**config.mk**
```make
export PLATFORM = sky130hd
export DESIGN_NAME = pdcch_cce_index_calc_flat
export DESIGN_NICKNAME = d
export VERILOG_FILES = /design/src/design/pcci_pkg.sv /design/src/design/pcci_intf.sv /design/src/design/pcci_modmul.sv /design/src/design/pcci_divider.sv /design/src/design/pdcch_cce_index_calc.sv /design/src/flat_wrapper.sv
export VERILOG_INCLUDE_DIRS = /design/src /design/src/design
export SDC_FILE = /design/constraint.sdc
export NUM_CORES = 1
export LEC_CHECK = 0
export BUFFER_PORTS_ARGS = -buffer_cell sky130_fd_sc_hd__buf_2
export CAP_MARGIN = 30
export CORE_MARGIN = 4
export CORE_UTILIZATION = 45
export DETAILED_ROUTE_END_ITERATION = 12
export GPL_TIMING_DRIVEN = 0
export SLEW_MARGIN = 20
export SYNTH_ARGS = -nofsm -noshare
export SYNTH_HDL_FRONTEND = slang
export SYNTH_SLANG_ARGS = --single-unit
```
**constraint.sdc**
```tcl
create_clock -name clk -period 11.9 [get_ports clk]
set_clock_uncertainty 0.1 [all_clocks]
set_input_delay 1.19 -clock clk [delete_from_list [all_inputs] [get_ports clk]]
set_output_delay 1.19 -clock clk [all_outputs]
set_load 0.03 [all_outputs]
```
**src/design/pdcch_cce_index_calc_macros.svh**
```systemverilog
// assertion macros shared by the design files
`ifndef PDCCH_CCE_INDEX_CALC_MACROS_SVH
`define PDCCH_CCE_INDEX_CALC_MACROS_SVH

`ifndef ASSERT_OFF
// property checked on every clock edge outside reset
`define PCCI_ASSERT(lbl, prop, msg) \
  lbl: assert property (@(posedge clk) disable iff (rst) (prop)) else $error(msg);
// condition in one cycle implies a condition in the next
`define PCCI_ASSERT_NEXT(lbl, pre, post, msg) \
  lbl: assert property (@(posedge clk) disable iff (rst) (pre) |=> (post)) else $error(msg);
`else
`define PCCI_ASSERT(lbl, prop, msg)
`define PCCI_ASSERT_NEXT(lbl, pre, post, msg)
`endif

`endif

```
**src/design/pcci_pkg.sv**
```systemverilog
package pcci_pkg;

  // field widths
  localparam int SLOT_W      = 8;
  localparam int CAND_W      = 3;
  localparam int CCE_W       = 8;
  localparam int CFG_IDX_W   = 3;
  localparam int CFG_DATA_W  = 16;
  localparam int RNTI_W      = 16;
  localparam int CORESET_W   = 4;
  localparam int AGG_W       = 3;
  localparam int CI_W        = 3;
  localparam int NCAND_W     = 4;

  // hash arithmetic
  localparam int HASH_W          = 17;
  localparam logic [HASH_W-1:0] HASH_MOD = 17'd65537;
  localparam logic [15:0] HASH_A0 = 16'd39827;
  localparam logic [15:0] HASH_A1 = 16'd39829;
  localparam logic [15:0] HASH_A2 = 16'd39839;

  // shared divider widths
  localparam int DIV_NUM_W = 17;
  localparam int DIV_DEN_W = 9;
  localparam int DIV_CNT_W = $clog2(DIV_NUM_W + 1);

  // parameter defaults
  localparam int DEF_MAX_CCE         = 135;
  localparam int DEF_MAX_CANDIDATES  = 8;
  localparam int DEF_SLOTS_PER_FRAME = 160;

  // register indexes
  typedef enum logic [CFG_IDX_W-1:0] {
    CFG_COMMON_SPACE   = 3'd0,
    CFG_RNTI           = 3'd1,
    CFG_CORESET_ID     = 3'd2,
    CFG_NUM_CCE        = 3'd3,
    CFG_AGG_LEVEL_LOG2 = 3'd4,
    CFG_CARRIER_IND    = 3'd5,
    CFG_NUM_CANDIDATES = 3'd6
  } cfg_reg_t;

  // hash unit control
  typedef struct packed {
    logic load;
    logic step;
  } hash_ctl_t;

  // divider status
  typedef struct packed {
    logic busy;
    logic done;
  } div_stat_t;

  // multiplier chosen by coreset id mod 3
  function automatic logic [15:0] hash_mult(input logic [CORESET_W-1:0] id);
    logic [15:0] a;
    case (id)
      4'd0, 4'd3, 4'd6, 4'd9, 4'd12, 4'd15: a = HASH_A0;
      4'd1, 4'd4, 4'd7, 4'd10, 4'd13:       a = HASH_A1;
      default:                              a = HASH_A2;
    endcase
    return a;
  endfunction

endpackage

```
**src/design/pcci_intf.sv**
```systemverilog
// slot request channel
interface pcci_slot_if;
  import pcci_pkg::*;
  logic              valid;
  logic              ready;
  logic [SLOT_W-1:0] slot;
  modport source (output valid, output slot, input ready);
  modport sink   (input valid, input slot, output ready);
endinterface

// candidate result channel
interface pcci_result_if;
  import pcci_pkg::*;
  logic              valid;
  logic              ready;
  logic [CAND_W-1:0] candidate;
  logic [CCE_W-1:0]  first_cce;
  logic              bad_config;
  logic              last;
  modport source (output valid, output candidate, output first_cce, output bad_config,
                  output last, input ready);
  modport sink   (input valid, input candidate, input first_cce, input bad_config,
                  input last, output ready);
endinterface

// register write channel
interface pcci_cfg_if;
  import pcci_pkg::*;
  logic                  valid;
  logic                  ready;
  logic [CFG_IDX_W-1:0]  index;
  logic [CFG_DATA_W-1:0] data;
  modport source (output valid, output index, output data, input ready);
  modport sink   (input valid, input index, input data, output ready);
endinterface

```
**src/design/pcci_modmul.sv**
```systemverilog
module pcci_modmul (
  input  logic                      clk,
  input  logic                      rst,
  input  pcci_pkg::hash_ctl_t       ctl,
  input  logic [pcci_pkg::RNTI_W-1:0] seed,
  input  logic [15:0]               mult,
  output logic [pcci_pkg::HASH_W-1:0] y
);
  import pcci_pkg::*;

  logic [32:0]        prod;
  logic [15:0]        lo;
  logic [16:0]        hi;
  logic signed [18:0] diff;
  logic signed [18:0] fix1;
  logic signed [18:0] fix2;

  // 2^16 is -1 mod 65537, so the product folds to lo - hi
  assign prod = mult * y;
  assign lo   = prod[15:0];
  assign hi   = prod[32:16];

  always_comb begin
    diff = $signed({3'b000, lo}) - $signed({2'b00, hi});
    fix1 = (diff < 0) ? diff + $signed({2'b00, HASH_MOD}) : diff;
    fix2 = (fix1 < 0) ? fix1 + $signed({2'b00, HASH_MOD}) : fix1;
  end

  // hash register
  always_ff @(posedge clk) begin
    if (rst) begin
      y <= '0;
    end else if (ctl.load) begin
      y <= HASH_W'(seed);
    end else if (ctl.step) begin
      y <= fix2[HASH_W-1:0];
    end
  end

endmodule

```
**src/design/pcci_divider.sv**
```systemverilog
`include "pdcch_cce_index_calc_macros.svh"

module pcci_divider (
  input  logic                            clk,
  input  logic                            rst,
  input  logic                            start,
  input  logic [pcci_pkg::DIV_NUM_W-1:0]  dividend,
  input  logic [pcci_pkg::DIV_DEN_W-1:0]  divisor,
  output pcci_pkg::div_stat_t             stat,
  output logic [pcci_pkg::DIV_NUM_W-1:0]  quotient,
  output logic [pcci_pkg::DIV_DEN_W-1:0]  remainder
);
  import pcci_pkg::*;

  logic [DIV_NUM_W-1:0] quo;
  logic [DIV_DEN_W-1:0] rem;
  logic [DIV_DEN_W-1:0] den;
  logic [DIV_CNT_W-1:0] cnt;
  logic                 busy;
  logic                 done;
  logic [DIV_DEN_W:0]   rem_sh;
  logic [DIV_DEN_W:0]   rem_sub;
  logic                 ge;

  // one restoring step
  always_comb begin
    rem_sh  = {rem, quo[DIV_NUM_W-1]};
    rem_sub = rem_sh - {1'b0, den};
    ge      = rem_sh >= {1'b0, den};
  end

  // iteration, one quotient bit per cycle
  always_ff @(posedge clk) begin
    if (rst) begin
      busy <= 1'b0;
      done <= 1'b0;
      cnt  <= '0;
      quo  <= '0;
      rem  <= '0;
      den  <= '0;
    end else if (start) begin
      busy <= 1'b1;
      done <= 1'b0;
      cnt  <= DIV_CNT_W'(DIV_NUM_W);
      quo  <= dividend;
      rem  <= '0;
      den  <= divisor;
    end else if (busy) begin
      quo <= {quo[DIV_NUM_W-2:0], ge};
      rem <= ge ? rem_sub[DIV_DEN_W-1:0] : rem_sh[DIV_DEN_W-1:0];
      cnt <= cnt - 1'b1;
      if (cnt == DIV_CNT_W'(1)) begin
        busy <= 1'b0;
        done <= 1'b1;
      end
    end else begin
      done <= 1'b0;
    end
  end

  assign stat.busy = busy;
  assign stat.done = done;
  assign quotient  = quo;
  assign remainder = rem;

  `PCCI_ASSERT(div_rem_range, done |-> (rem < den), "remainder not below divisor")
  `PCCI_ASSERT(div_done_idle, done |-> !busy, "done while still iterating")
  `PCCI_ASSERT(div_no_zero, start |-> (divisor != '0), "division by zero started")

endmodule

```
**src/design/pdcch_cce_index_calc.sv**
```systemverilog
// channel  | modport | payload                                   | transfer
// req      | sink    | slot                                      | valid && ready
// rsp      | source  | candidate, first_cce, bad_config, last    | valid && ready
// cfg      | sink    | index, data (register write)              | valid && ready
//
// bad configuration (num_cce below level): one flagged result
// otherwise per slot: slot wrap subtracts whole frames,
// then slot mod frame + 1 hash steps (one modular multiply per cycle),
// then two passes of the shared divider per candidate
// common search space skips the slot wrap and hash steps
// synchronous reset loads register defaults; req is ready only when idle,
// and a result waits in the output register while rsp is stalled
`include "pdcch_cce_index_calc_macros.svh"

module pdcch_cce_index_calc #(
  parameter int MAX_CCE         = pcci_pkg::DEF_MAX_CCE,
  parameter int MAX_CANDIDATES  = pcci_pkg::DEF_MAX_CANDIDATES,
  parameter int SLOTS_PER_FRAME = pcci_pkg::DEF_SLOTS_PER_FRAME
) (
  input logic            clk,
  input logic            rst,
  pcci_slot_if.sink      req,
  pcci_result_if.source  rsp,
  pcci_cfg_if.sink       cfg
);
  import pcci_pkg::*;

  typedef enum logic [7:0] {
    S_IDLE      = 8'b00000001,
    S_SLOT_WRAP = 8'b00000010,
    S_HASH      = 8'b00000100,
    S_OFF_GO    = 8'b00001000,
    S_OFF_WAIT  = 8'b00010000,
    S_GRP_GO    = 8'b00100000,
    S_GRP_WAIT  = 8'b01000000,
    S_EMIT      = 8'b10000000
  } state_t;

  // configuration registers
  logic                 common_space;
  logic [RNTI_W-1:0]    rnti;
  logic [CORESET_W-1:0] coreset_id;
  logic [CCE_W-1:0]     num_cce;
  logic [AGG_W-1:0]     agg_level_log2;
  logic [CI_W-1:0]      carrier_ind;
  logic [NCAND_W-1:0]   num_candidates;

  // sequencer registers
  state_t               state;
  logic [SLOT_W-1:0]    slot_q;
  logic [SLOT_W-1:0]    hash_cnt;
  logic [NCAND_W-1:0]   m;
  logic [11:0]          mn;
  logic [CCE_W-1:0]     off;
  logic [CCE_W-1:0]     start_cce;
  logic                 bad;

  // output register
  logic                 rsp_valid;
  logic [CAND_W-1:0]    rsp_cand;
  logic [CCE_W-1:0]     rsp_first;
  logic                 rsp_bad;
  logic                 rsp_last;

  // derived values
  logic [AGG_W-1:0]     lg;
  logic [CCE_W-1:0]     n;
  logic [NCAND_W-1:0]   m_cnt;
  logic [CCE_W-1:0]     groups;
  logic                 too_few;
  logic                 slot_ge;
  logic                 req_fire;
  logic                 emit_load;
  logic                 emit_last;

  // shared units
  hash_ctl_t            hash_ctl;
  logic [HASH_W-1:0]    hash_y;
  logic [HASH_W-1:0]    y_used;
  logic                 div_start;
  logic [DIV_NUM_W-1:0] div_num;
  logic [DIV_DEN_W-1:0] div_den;
  div_stat_t            div_stat;
  logic [DIV_NUM_W-1:0] div_quo;
  logic [DIV_DEN_W-1:0] div_rem;

  // clamp the configuration
  always_comb begin
    lg      = (agg_level_log2 > AGG_W'(4)) ? AGG_W'(4) : agg_level_log2;
    n       = ({1'b0, num_cce} > 9'(MAX_CCE)) ? CCE_W'(MAX_CCE) : num_cce;
    m_cnt   = ({1'b0, num_candidates} > 5'(MAX_CANDIDATES)) ?
              NCAND_W'(MAX_CANDIDATES) : num_candidates;
    groups  = n >> lg;
    too_few = {1'b0, n} < (9'd1 << lg);
    y_used  = common_space ? '0 : hash_y;
  end

  // slot still at or beyond one frame
  assign slot_ge = {2'b00, slot_q} >= 10'(SLOTS_PER_FRAME);

  assign req_fire  = req.valid && req.ready;
  assign req.ready = (state == S_IDLE);
  assign cfg.ready = 1'b1;
  assign emit_load = (state == S_EMIT) && (!rsp_valid || rsp.ready);
  assign emit_last = bad || (({1'b0, m} + 5'd1) == {1'b0, m_cnt});

  // register writes
  always_ff @(posedge clk) begin
    if (rst) begin
      common_space   <= 1'b1;
      rnti           <= 16'd4096;
      coreset_id     <= '0;
      num_cce        <= 8'd16;
      agg_level_log2 <= 3'd2;
      carrier_ind    <= '0;
      num_candidates <= 4'd2;
    end else if (cfg.valid && cfg.ready) begin
      case (cfg.index)
        CFG_COMMON_SPACE:   common_space   <= cfg.data[0];
        CFG_RNTI:           rnti           <= cfg.data[RNTI_W-1:0];
        CFG_CORESET_ID:     coreset_id     <= cfg.data[CORESET_W-1:0];
        CFG_NUM_CCE:        num_cce        <= cfg.data[CCE_W-1:0];
        CFG_AGG_LEVEL_LOG2: agg_level_log2 <= cfg.data[AGG_W-1:0];
        CFG_CARRIER_IND:    carrier_ind    <= cfg.data[CI_W-1:0];
        CFG_NUM_CANDIDATES: num_candidates <= cfg.data[NCAND_W-1:0];
        default: ;
      endcase
    end
  end

  // divider operand select
  always_comb begin
    div_start = 1'b0;
    div_num   = '0;
    div_den   = '0;
    case (state)
      S_OFF_GO: begin
        div_start = 1'b1;
        div_num   = DIV_NUM_W'(mn >> lg);
        div_den   = DIV_DEN_W'(m_cnt);
      end
      S_GRP_GO: begin
        div_start = 1'b1;
        div_num   = y_used + DIV_NUM_W'(off) + DIV_NUM_W'(carrier_ind);
        div_den   = DIV_DEN_W'(groups);
      end
      default: ;
    endcase
  end

  // hash unit control
  always_comb begin
    hash_ctl.load = (state == S_SLOT_WRAP) && !slot_ge;
    hash_ctl.step = (state == S_HASH);
  end

  pcci_modmul u_modmul (
    .clk  (clk),
    .rst  (rst),
    .ctl  (hash_ctl),
    .seed (rnti),
    .mult (hash_mult(coreset_id)),
    .y    (hash_y)
  );

  pcci_divider u_divider (
    .clk       (clk),
    .rst       (rst),
    .start     (div_start),
    .dividend  (div_num),
    .divisor   (div_den),
    .stat      (div_stat),
    .quotient  (div_quo),
    .remainder (div_rem)
  );

  // sequencer
  always_ff @(posedge clk) begin
    if (rst) begin
      state     <= S_IDLE;
      slot_q    <= '0;
      hash_cnt  <= '0;
      m         <= '0;
      mn        <= '0;
      off       <= '0;
      start_cce <= '0;
      bad       <= 1'b0;
    end else begin
      case (state)
        S_IDLE: begin
          if (req_fire) begin
            slot_q    <= req.slot;
            m         <= '0;
            mn        <= '0;
            start_cce <= '0;
            if (too_few) begin
              bad   <= 1'b1;
              state <= S_EMIT;
            end else if (m_cnt != '0) begin
              bad   <= 1'b0;
              state <= common_space ? S_OFF_GO : S_SLOT_WRAP;
            end
          end
        end
        // subtract whole frames, then seed the hash
        S_SLOT_WRAP: begin
          if (slot_ge) begin
            slot_q <= slot_q - SLOT_W'(SLOTS_PER_FRAME);
          end else begin
            hash_cnt <= slot_q;
            state    <= S_HASH;
          end
        end
        S_HASH: begin
          if (hash_cnt == '0) begin
            state <= S_OFF_GO;
          end else begin
            hash_cnt <= hash_cnt - 1'b1;
          end
        end
        S_OFF_GO: state <= S_OFF_WAIT;
        S_OFF_WAIT: begin
          if (div_stat.done) begin
            off   <= div_quo[CCE_W-1:0];
            state <= S_GRP_GO;
          end
        end
        S_GRP_GO: state <= S_GRP_WAIT;
        S_GRP_WAIT: begin
          if (div_stat.done) begin
            start_cce <= CCE_W'(13'(div_rem) << lg);
            state     <= S_EMIT;
          end
        end
        S_EMIT: begin
          if (emit_load) begin
            if (emit_last) begin
              state <= S_IDLE;
            end else begin
              m     <= m + 1'b1;
              mn    <= mn + 12'(n);
              state <= S_OFF_GO;
            end
          end
        end
        default: state <= S_IDLE;
      endcase
    end
  end

  // output register
  always_ff @(posedge clk) begin
    if (rst) begin
      rsp_valid <= 1'b0;
      rsp_cand  <= '0;
      rsp_first <= '0;
      rsp_bad   <= 1'b0;
      rsp_last  <= 1'b0;
    end else if (emit_load) begin
      rsp_valid <= 1'b1;
      rsp_cand  <= m[CAND_W-1:0];
      rsp_first <= start_cce;
      rsp_bad   <= bad;
      rsp_last  <= emit_last;
    end else if (rsp.ready) begin
      rsp_valid <= 1'b0;
    end
  end

  assign rsp.valid      = rsp_valid;
  assign rsp.candidate  = rsp_cand;
  assign rsp.first_cce  = rsp_first;
  assign rsp.bad_config = rsp_bad;
  assign rsp.last       = rsp_last;

  `PCCI_ASSERT(bad_shape, rsp_bad |-> (rsp_last && {rsp_cand, rsp_first} == '0), "bad result")
  `PCCI_ASSERT_NEXT(last_to_idle, emit_load && emit_last, state == S_IDLE, "not idle after last")
  `PCCI_ASSERT(idle_div_quiet, (state == S_IDLE) |-> !div_stat.busy, "divider busy while idle")

endmodule

```
**src/flat_wrapper.sv**
```systemverilog
// flat-port wrapper written by rule: the top's interface ports become plain ports
module pdcch_cce_index_calc_flat import pcci_pkg::*;
#(
  parameter int MAX_CCE         = pcci_pkg::DEF_MAX_CCE,
  parameter int MAX_CANDIDATES  = pcci_pkg::DEF_MAX_CANDIDATES,
  parameter int SLOTS_PER_FRAME = pcci_pkg::DEF_SLOTS_PER_FRAME
)
  (clk, rst, req_valid, req_slot, req_ready, rsp_valid, rsp_candidate, rsp_first_cce, rsp_bad_config, rsp_last, rsp_ready, cfg_valid, cfg_index, cfg_data, cfg_ready);
  pcci_slot_if req_i ();
  pcci_result_if rsp_i ();
  pcci_cfg_if cfg_i ();
  input logic clk;
  input logic rst;
  input wire logic [$bits(req_i.valid)-1:0] req_valid;
  input wire logic [$bits(req_i.slot)-1:0] req_slot;
  output wire logic [$bits(req_i.ready)-1:0] req_ready;
  output wire logic [$bits(rsp_i.valid)-1:0] rsp_valid;
  output wire logic [$bits(rsp_i.candidate)-1:0] rsp_candidate;
  output wire logic [$bits(rsp_i.first_cce)-1:0] rsp_first_cce;
  output wire logic [$bits(rsp_i.bad_config)-1:0] rsp_bad_config;
  output wire logic [$bits(rsp_i.last)-1:0] rsp_last;
  input wire logic [$bits(rsp_i.ready)-1:0] rsp_ready;
  input wire logic [$bits(cfg_i.valid)-1:0] cfg_valid;
  input wire logic [$bits(cfg_i.index)-1:0] cfg_index;
  input wire logic [$bits(cfg_i.data)-1:0] cfg_data;
  output wire logic [$bits(cfg_i.ready)-1:0] cfg_ready;
  assign req_i.valid = req_valid;
  assign req_i.slot = req_slot;
  assign req_ready = req_i.ready;
  assign rsp_valid = rsp_i.valid;
  assign rsp_candidate = rsp_i.candidate;
  assign rsp_first_cce = rsp_i.first_cce;
  assign rsp_bad_config = rsp_i.bad_config;
  assign rsp_last = rsp_i.last;
  assign rsp_i.ready = rsp_ready;
  assign cfg_i.valid = cfg_valid;
  assign cfg_i.index = cfg_index;
  assign cfg_i.data = cfg_data;
  assign cfg_ready = cfg_i.ready;
  pdcch_cce_index_calc #(.MAX_CCE(MAX_CCE), .MAX_CANDIDATES(MAX_CANDIDATES), .SLOTS_PER_FRAME(SLOTS_PER_FRAME)) u_core (.clk(clk), .rst(rst), .req(req_i), .rsp(rsp_i), .cfg(cfg_i));
endmodule
```
* Word level (Yosys, flattened, before mapping)
Memories as Yosys holds them, arrays and structs flattened. A register that Yosys moved wholly into a read port is not among the register bits.
Cells that the tools add are included.
** Storage, ports and cells
- Flip-flop bits (word level) :: 169
- Bits in read-only memories :: 48
- Input port bits :: 32
- Output and inout bits :: 16
- Word-level logic and storage cells :: 171
- Memories :: 1
** Cells by class
- $add $sub $neg :: 12
- Multiply operators :: 1
- Magnitude comparators :: 8
- Equality and inequality tests :: 26
- Shift-type cells :: 4
- Multiplexer cells :: 53
- Bitwise operators :: 1
- Reductions and logical operators :: 36
** Memories
- (no name shown) :: depth 16, bits a word 3, rd ports 1, clocked after Yosys merged registers in 1, write ports 0, RTL line pcci_pkg.sv:58 : case (id)
** Operators by type and width (number)
- $mux 8 :: 15
- $mux 17 :: 4
- $pmux 8 s2 :: 4
- $pmux 8 s8 :: 1
- $mux 12 :: 3
- $pmux 17 s2 :: 1
- $mul 16x17->33 :: 1
- $mux 16 :: 2
- $mux 4 :: 8
- $pmux 12 s2 :: 1
- $add 18x18->19 const B :: 1
- $lt 19x1->1 const B :: 1
- $mux 19 :: 1
- $lt 18x1->1 const B :: 1
- $sub 16x17->18 :: 1
- $add 17x17->17 const B :: 1
- $add 17x3->17 :: 1
- $add 17x8->17 :: 1
- $shr 12x3->17 :: 1
- $reduce_and 2->1 :: 8
- $reduce_bool 2->1 :: 8
- $ne 2x2->1 const B :: 7
- $add 12x8->12 :: 1
- $reduce_and 3->1 :: 4
- 46 further kinds :: 64

* Longest topological paths before layout
- Depth after elaboration :: 8
- Depth in mapped cells :: 44
- Gate-level depth less buffers :: 39

* Modules after synthesis
Synthesis repeated with hierarchy kept, for this count alone.
** Unflattened totals
- Cells, all modules :: 2620
- Area total of the unflattened synthesis :: 21329.2 sq um
** By module, submodules not included
- pcci_modmul :: instances 1, cells each 1421, area each 11836.4 sq um, sequential area each 340.3 sq um
- pdcch_cce_index_calc :: instances 1, cells each 933, area each 7225.7 sq um, sequential area each 2262.2 sq um
- pcci_divider :: instances 1, cells each 266, area each 2267.2 sq um, sequential area each 840.8 sq um

* Worst setup path after synthesis
No wires, ideal clock.
- Path kind :: register to register
- Start :: reg, netlist name u_core.u_modmul.mult[3]
- End :: reg u_core.u_modmul.y[14] (netlist name)
- Library setup time :: 131 ps
- Arrival :: 9366 ps
- Required time :: 11669 ps
- Slack :: 2303 ps
- Cell stages (with the launch flop) :: 42
- Buffers on the path :: 6
- Period minus slack after synthesis :: 9597 ps
- Path through :: dfxtp_1 clkbuf_1 clkbuf_1 nand2_1 fa_1 inv_1 ha_1 inv_1 fa_1 inv_1 fa_1 fa_1 inv_1 fa_1 inv_1 ha_1 a21o_1 a221o_1 (+6 left out) xnor2_1 ha_1 clkbuf_1 inv_1 a2111o_1 a21oi_2 o41ai_4 a211o_1 nor2_1 buf_6 clkbuf_1 xnor2_1 ha_1 or4b_1 buf_2 nor4_1 xor2_1 o22ai_1
** Between the ends
- Longest elaborated chain between the ends :: 8
- Elaborated cells between the ends (all ways) :: 10
- Those cells by class :: add/sub: 3; mul: 1; order compare: 2; mux: 4
** Ends and longest elaborated chain
- $mul 16x17->33 * :: RTL line pcci_modmul.sv:19 : assign prod = mult * y;
- $sub 16x17->18 * :: RTL line pcci_modmul.sv:24 : diff = $signed({3'b000, lo}) - $signed({2'b00, hi});
- $add 18x18->19 or $lt 18x1->1 (tied branches) :: RTL line pcci_modmul.sv:25 : fix1 = (diff < 0) ? diff + $signed({2'b00, HASH_MOD}) : diff;
- $mux 19 * :: RTL line pcci_modmul.sv:25
- $add 17x17->17 or $lt 19x1->1 (tied branches) :: RTL line pcci_modmul.sv:26 : fix2 = (fix1 < 0) ? fix1 + $signed({2'b00, HASH_MOD}) : fix1;
- $mux 17 * :: RTL line pcci_modmul.sv:26
- $mux 16 * :: RTL line pcci_modmul.sv:35 : end else if (ctl.step) begin
- $mux 16 * :: RTL line pcci_modmul.sv:33 : end else if (ctl.load) begin
- end signal: assignment :: RTL line pcci_modmul.sv:34 : y <= HASH_W'(seed);
- end signal: assignment :: RTL line pcci_modmul.sv:36 : y <= fix2[HASH_W-1:0];
- end: declaration :: RTL line pcci_modmul.sv:7 : output logic [pcci_pkg::HASH_W-1:0] y
Every way passes the cells marked *; elsewhere a longest branch is shown, timed or not. The select of a mux whose other input is x is not followed.
A chain may end at the register's enable or synchronous reset.

* Worst setup path in the final report
- Start :: reg, netlist name u_core.u_modmul.mult[1]
- End :: reg u_core.u_modmul.y[12] (netlist name)
** Between the ends
- Longest elaborated chain between the ends :: 8
- Elaborated cells between the ends (all ways) :: 10
- Those cells by class :: add/sub: 3; mul: 1; order compare: 2; mux: 4
** Ends and longest elaborated chain (RTL line)
- $mul 16x17->33 * :: pcci_modmul.sv:19
- $sub 16x17->18 * :: pcci_modmul.sv:24
- $add 18x18->19 or $lt 18x1->1 (tied branches) :: pcci_modmul.sv:25
- $mux 19 * :: pcci_modmul.sv:25
- $add 17x17->17 or $lt 19x1->1 (tied branches) :: pcci_modmul.sv:26
- $mux 17 * :: pcci_modmul.sv:26
- $mux 16 * :: pcci_modmul.sv:35
- $mux 16 * :: pcci_modmul.sv:33
Marks and branches as above.

==> impl_metrics.py <==
metrics = {
    "status": {
        "status": "finished, final reports clean",
    },
    "setup_path": {
        "slowest_stage": "fa_1",
        "critPathMaxStageDelay_ns": 0.56,
        "crit_path_frequent_cell": "inv_1",
        "arrival_ns": 11.52,
        "cp.buffers_inverters": 12,
        "critPathMaxFanout": 10,
        "cp.required_ns": 12.07,
        "worstSetupStartpointType": "flop",
        "endpoint_kind": "flop",
        "critPathKind": "flop to flop",
        "cp_top_family": "adder cells",
    },
    "routing": {
        "wl_per_cell_um": 19.02,
        "first_pass_iters": 5,
        "vias_per_cell": 5.576,
        "drt_iter0_markers": 1111,
        "ant_nets": 0,
        "drc_errors": 0,
        "vias": 15350,
        "drt-total-wl_mm": 52.34,
    },
    "pwr": {
        "comb_power_share": 0.147,
        "power.total_mw": 1.359,
        "pwr-share-seq": 0.449,
        "clkPwrFrac": 0.404,
        "p_switching_mw": 0.4225,
        "p_per_area_nw_per_um2": 70.97,
        "p_leak_nw": 8.734,
        "ir_drop_v": 0.00009291,
        "switching_share": 0.3109,
        "power.internal_mw": 0.9366,
    },
    "cells_and_area": {
        "syn_to_final_growth_pct": 8.723,
        "fillers": 3771,
        "drive_above_1_share": 0.06312,
        "layout.nets": 2588,
        "antenna_cells": 0,
    },
    "clocking": {
        "clock_path_buffers": 2,
        "cts_tree": "yes",
        "clkSinkCount": 171,
        "cts_buffers": 17,
        "cts-root-buf": "clkbuf_16",
        "cts_htree_levels": 4,
        "hold_buffers": 0,
        "clock_latency_ns": 0.43,
        "path_clk_slew_ns": 0.08,
    },
    "sta": {
        "setup_slack_ns": 0.5447,
        "fmax_ghz": 0.08806,
        "finalMaxSlewViolations": 0,
        "worst_pin_slew_ns": 0.9588,
        "whs_ns": 0.3517,
        "fin_crit_sh": 0.9542,
        "timing.setup.tns_ns": 0,
        "rsz0062_at_grt": "no",
        "setup_viol": 0,
        "finalCriticalPeriod_ns": 11.36,
        "relSlewSlack": 0.3608,
        "hold_violations": 0,
    },
    "yosys": {
        "synth.most_common_cell": "nand2_1",
        "synthArstFlopShare": 0,
        "synth_common_cells": "nand2_1 (282), inv_1 (258), ha_1 (202)",
        "syn_area_um2": 17610,
        "syn_inst": 2149,
        "yosysSeqAreaShare": 0.1943,
        "ys_types": 94,
        "synth_seq_cells": 171,
        "syn_avg_cell_area_um2": 8.197,
        "ys_top_cells_by_area": "dfxtp_1 (19%), fa_1 (15%), ha_1 (14%)",
        "synth_enable_flop_cells": 0,
        "synth.top_cell.area_share": 0.1943,
        "ys_warn_count": 0,
        "yosysTopAreaCell": "dfxtp_1",
        "synth-main-ff-cell": "dfxtp_1",
    },
    "placement": {
        "finalWeightedCongestion": 0.9125,
        "dp_slack_ns": 0.5727,
        "portBuffers": 46,
        "hpwl_mm": 41.84,
    },
    "global_routing": {
        "met1_usage": 0.3409,
        "grt_max_degree": 19,
        "antenna_found_initial": 0,
        "busiest_layer": "met2",
        "met2_usage": 0.4101,
        "grt.total_usage": 0.2484,
        "first_global_vias": 15040,
        "grt_pass1_wl_mm": 82.56,
        "use_met3": 0.02853,
        "overflow": 0,
    },
    "die": {
        "start_util": 0.4558,
        "placementRows": 72,
        "die_x_um": 205.8,
        "die_area_um2": 42370,
        "io_pins": 48,
        "core_um2": 38650,
        "die_h_um": 205.8,
    },
    "worst_hold_path": {
        "hp-class": "flop to flop",
    },
    "job": {
        "max_cap_violations": 0,
    },
}
path summary, 6_finish.rpt:
check	startpoint	cells after the start	to	slack, ns
min reg2reg	u_core.rsp.bad_config$_SDFFE_PP0P_	2	u_core.rsp.bad_config$_SDFFE_PP0P_	0.35
min	u_core.rsp.bad_config$_SDFFE_PP0P_	2	u_core.rsp.bad_config$_SDFFE_PP0P_	0.35
max reg2reg	u_core.u_modmul.mult[1]$_DFF_P_	41	u_core.u_modmul.y[12]$_SDFFE_PP0P_	0.54
max	u_core.u_modmul.mult[1]$_DFF_P_	41	u_core.u_modmul.y[12]$_SDFFE_PP0P_	0.54
per-layer routing:
layer | vias up | part of all wire
li1 | 7459 | -
met1 | 7426 | 0.45
met2 | 385 | 0.47
met3 | 76 | 0.046
met4 | 0 | 0.032
met5 | - | 0
worst min-delay path, cell delays in order, from the launching register on:
cell and delay (ns):
dfxtp_1 0.31, nand2_1 0.05, a21oi_1 0.05
power groups by stage:
| stage | combinational [mW] | clock [mW] | sequential [mW] |
|---|---|---|---|
| after global placement | 0.193 | 0 | 0.623 |
| after floorplan | 0.136 | 0 | 0.619 |
| after CTS | 0.198 | 0.557 | 0.610 |
| after global routing | 0.223 | 0.578 | 0.613 |
| final | 0.200 | 0.549 | 0.610 |
| after detailed placement | 0.196 | 0 | 0.623 |
registers in the layout, indices dropped and copies added, names as in the netlist, 9 cells and up:
signal / flops
u_core.mn: 12
u_core.u_divider.quotient: 17
u_core.u_modmul.y: 17
u_core.u_divider.remainder: 9
u_core.rnti: 16
cells in the final DEF (no fill, tap or decap), types with 10 or more instances in the layout:
master / n
xnor2_1: 57
nor2b_1: 28
and2_1: 18
dfxtp_1: 171
nor3b_1: 10
o21bai_1: 16
inv_1: 258
nand2b_1: 14
a31oi_1: 16
a211oi_1: 30
clkbuf_16: 17
nand3_1: 36
a311oi_1: 10
a22oi_1: 17
a21o_1: 28
xor2_1: 36
fa_1: 133
nor4_1: 17
nand4_1: 12
ha_1: 202
nand2_1: 282
o21ai_0: 65
mux2i_1: 39
o21a_1: 19
o211ai_1: 11
o22ai_1: 19
nor3_1: 43
buf_2: 52
a21oi_1: 175
nor2_1: 169
clkbuf_1: 67
area by class of cell:
cell class / instances / area, µm² / area share
Buffer: 85 / 376.6 / 0.01967
Clock buffer: 17 / 425.4 / 0.02221
Clock inverter: 15 / 151.4 / 0.007905
Inverter: 259 / 972.2 / 0.05076
Multi-Input combinational cell: 1637 / 12860 / 0.6713
Sequential cell: 171 / 3423 / 0.1788
Tap cell: 518 / 648.1 / 0.03384
Timing Repair Buffer: 50 / 297.8 / 0.01555
stage by stage:
step	instances	instance area [µm²]	util
after CTS	2749	19090	0.4940
after detailed placement	2717	18510	0.4791
after global placement	2716	18500	0.4788
after floorplan	2152	17630	-
final	2752	19150	0.4955
after global routing	2752	19150	0.4955
kinds of logic (layout without fill, tap and decap cells):
group                      Yosys count  after routing  share of synthesized area
and+or+nand+nor                    686            686                     0.1806
AOI/OAI and AO/OA                  469            469                     0.1730
buffers and inverters              344            426                    0.07643
adders and majority gates          335            335                     0.2946
DFF                                171            171                     0.1943
xor gates and xnor gates            93             93                    0.04624
muxes                               50             50                    0.03452
other                                1              4                  0.0002129
timing repair:
item,CTS,global route
endpoints found under the setup margin,0,2
buffers inserted,0,0
gates resized for setup,0,4
Power figures use the tool's default switching activity.
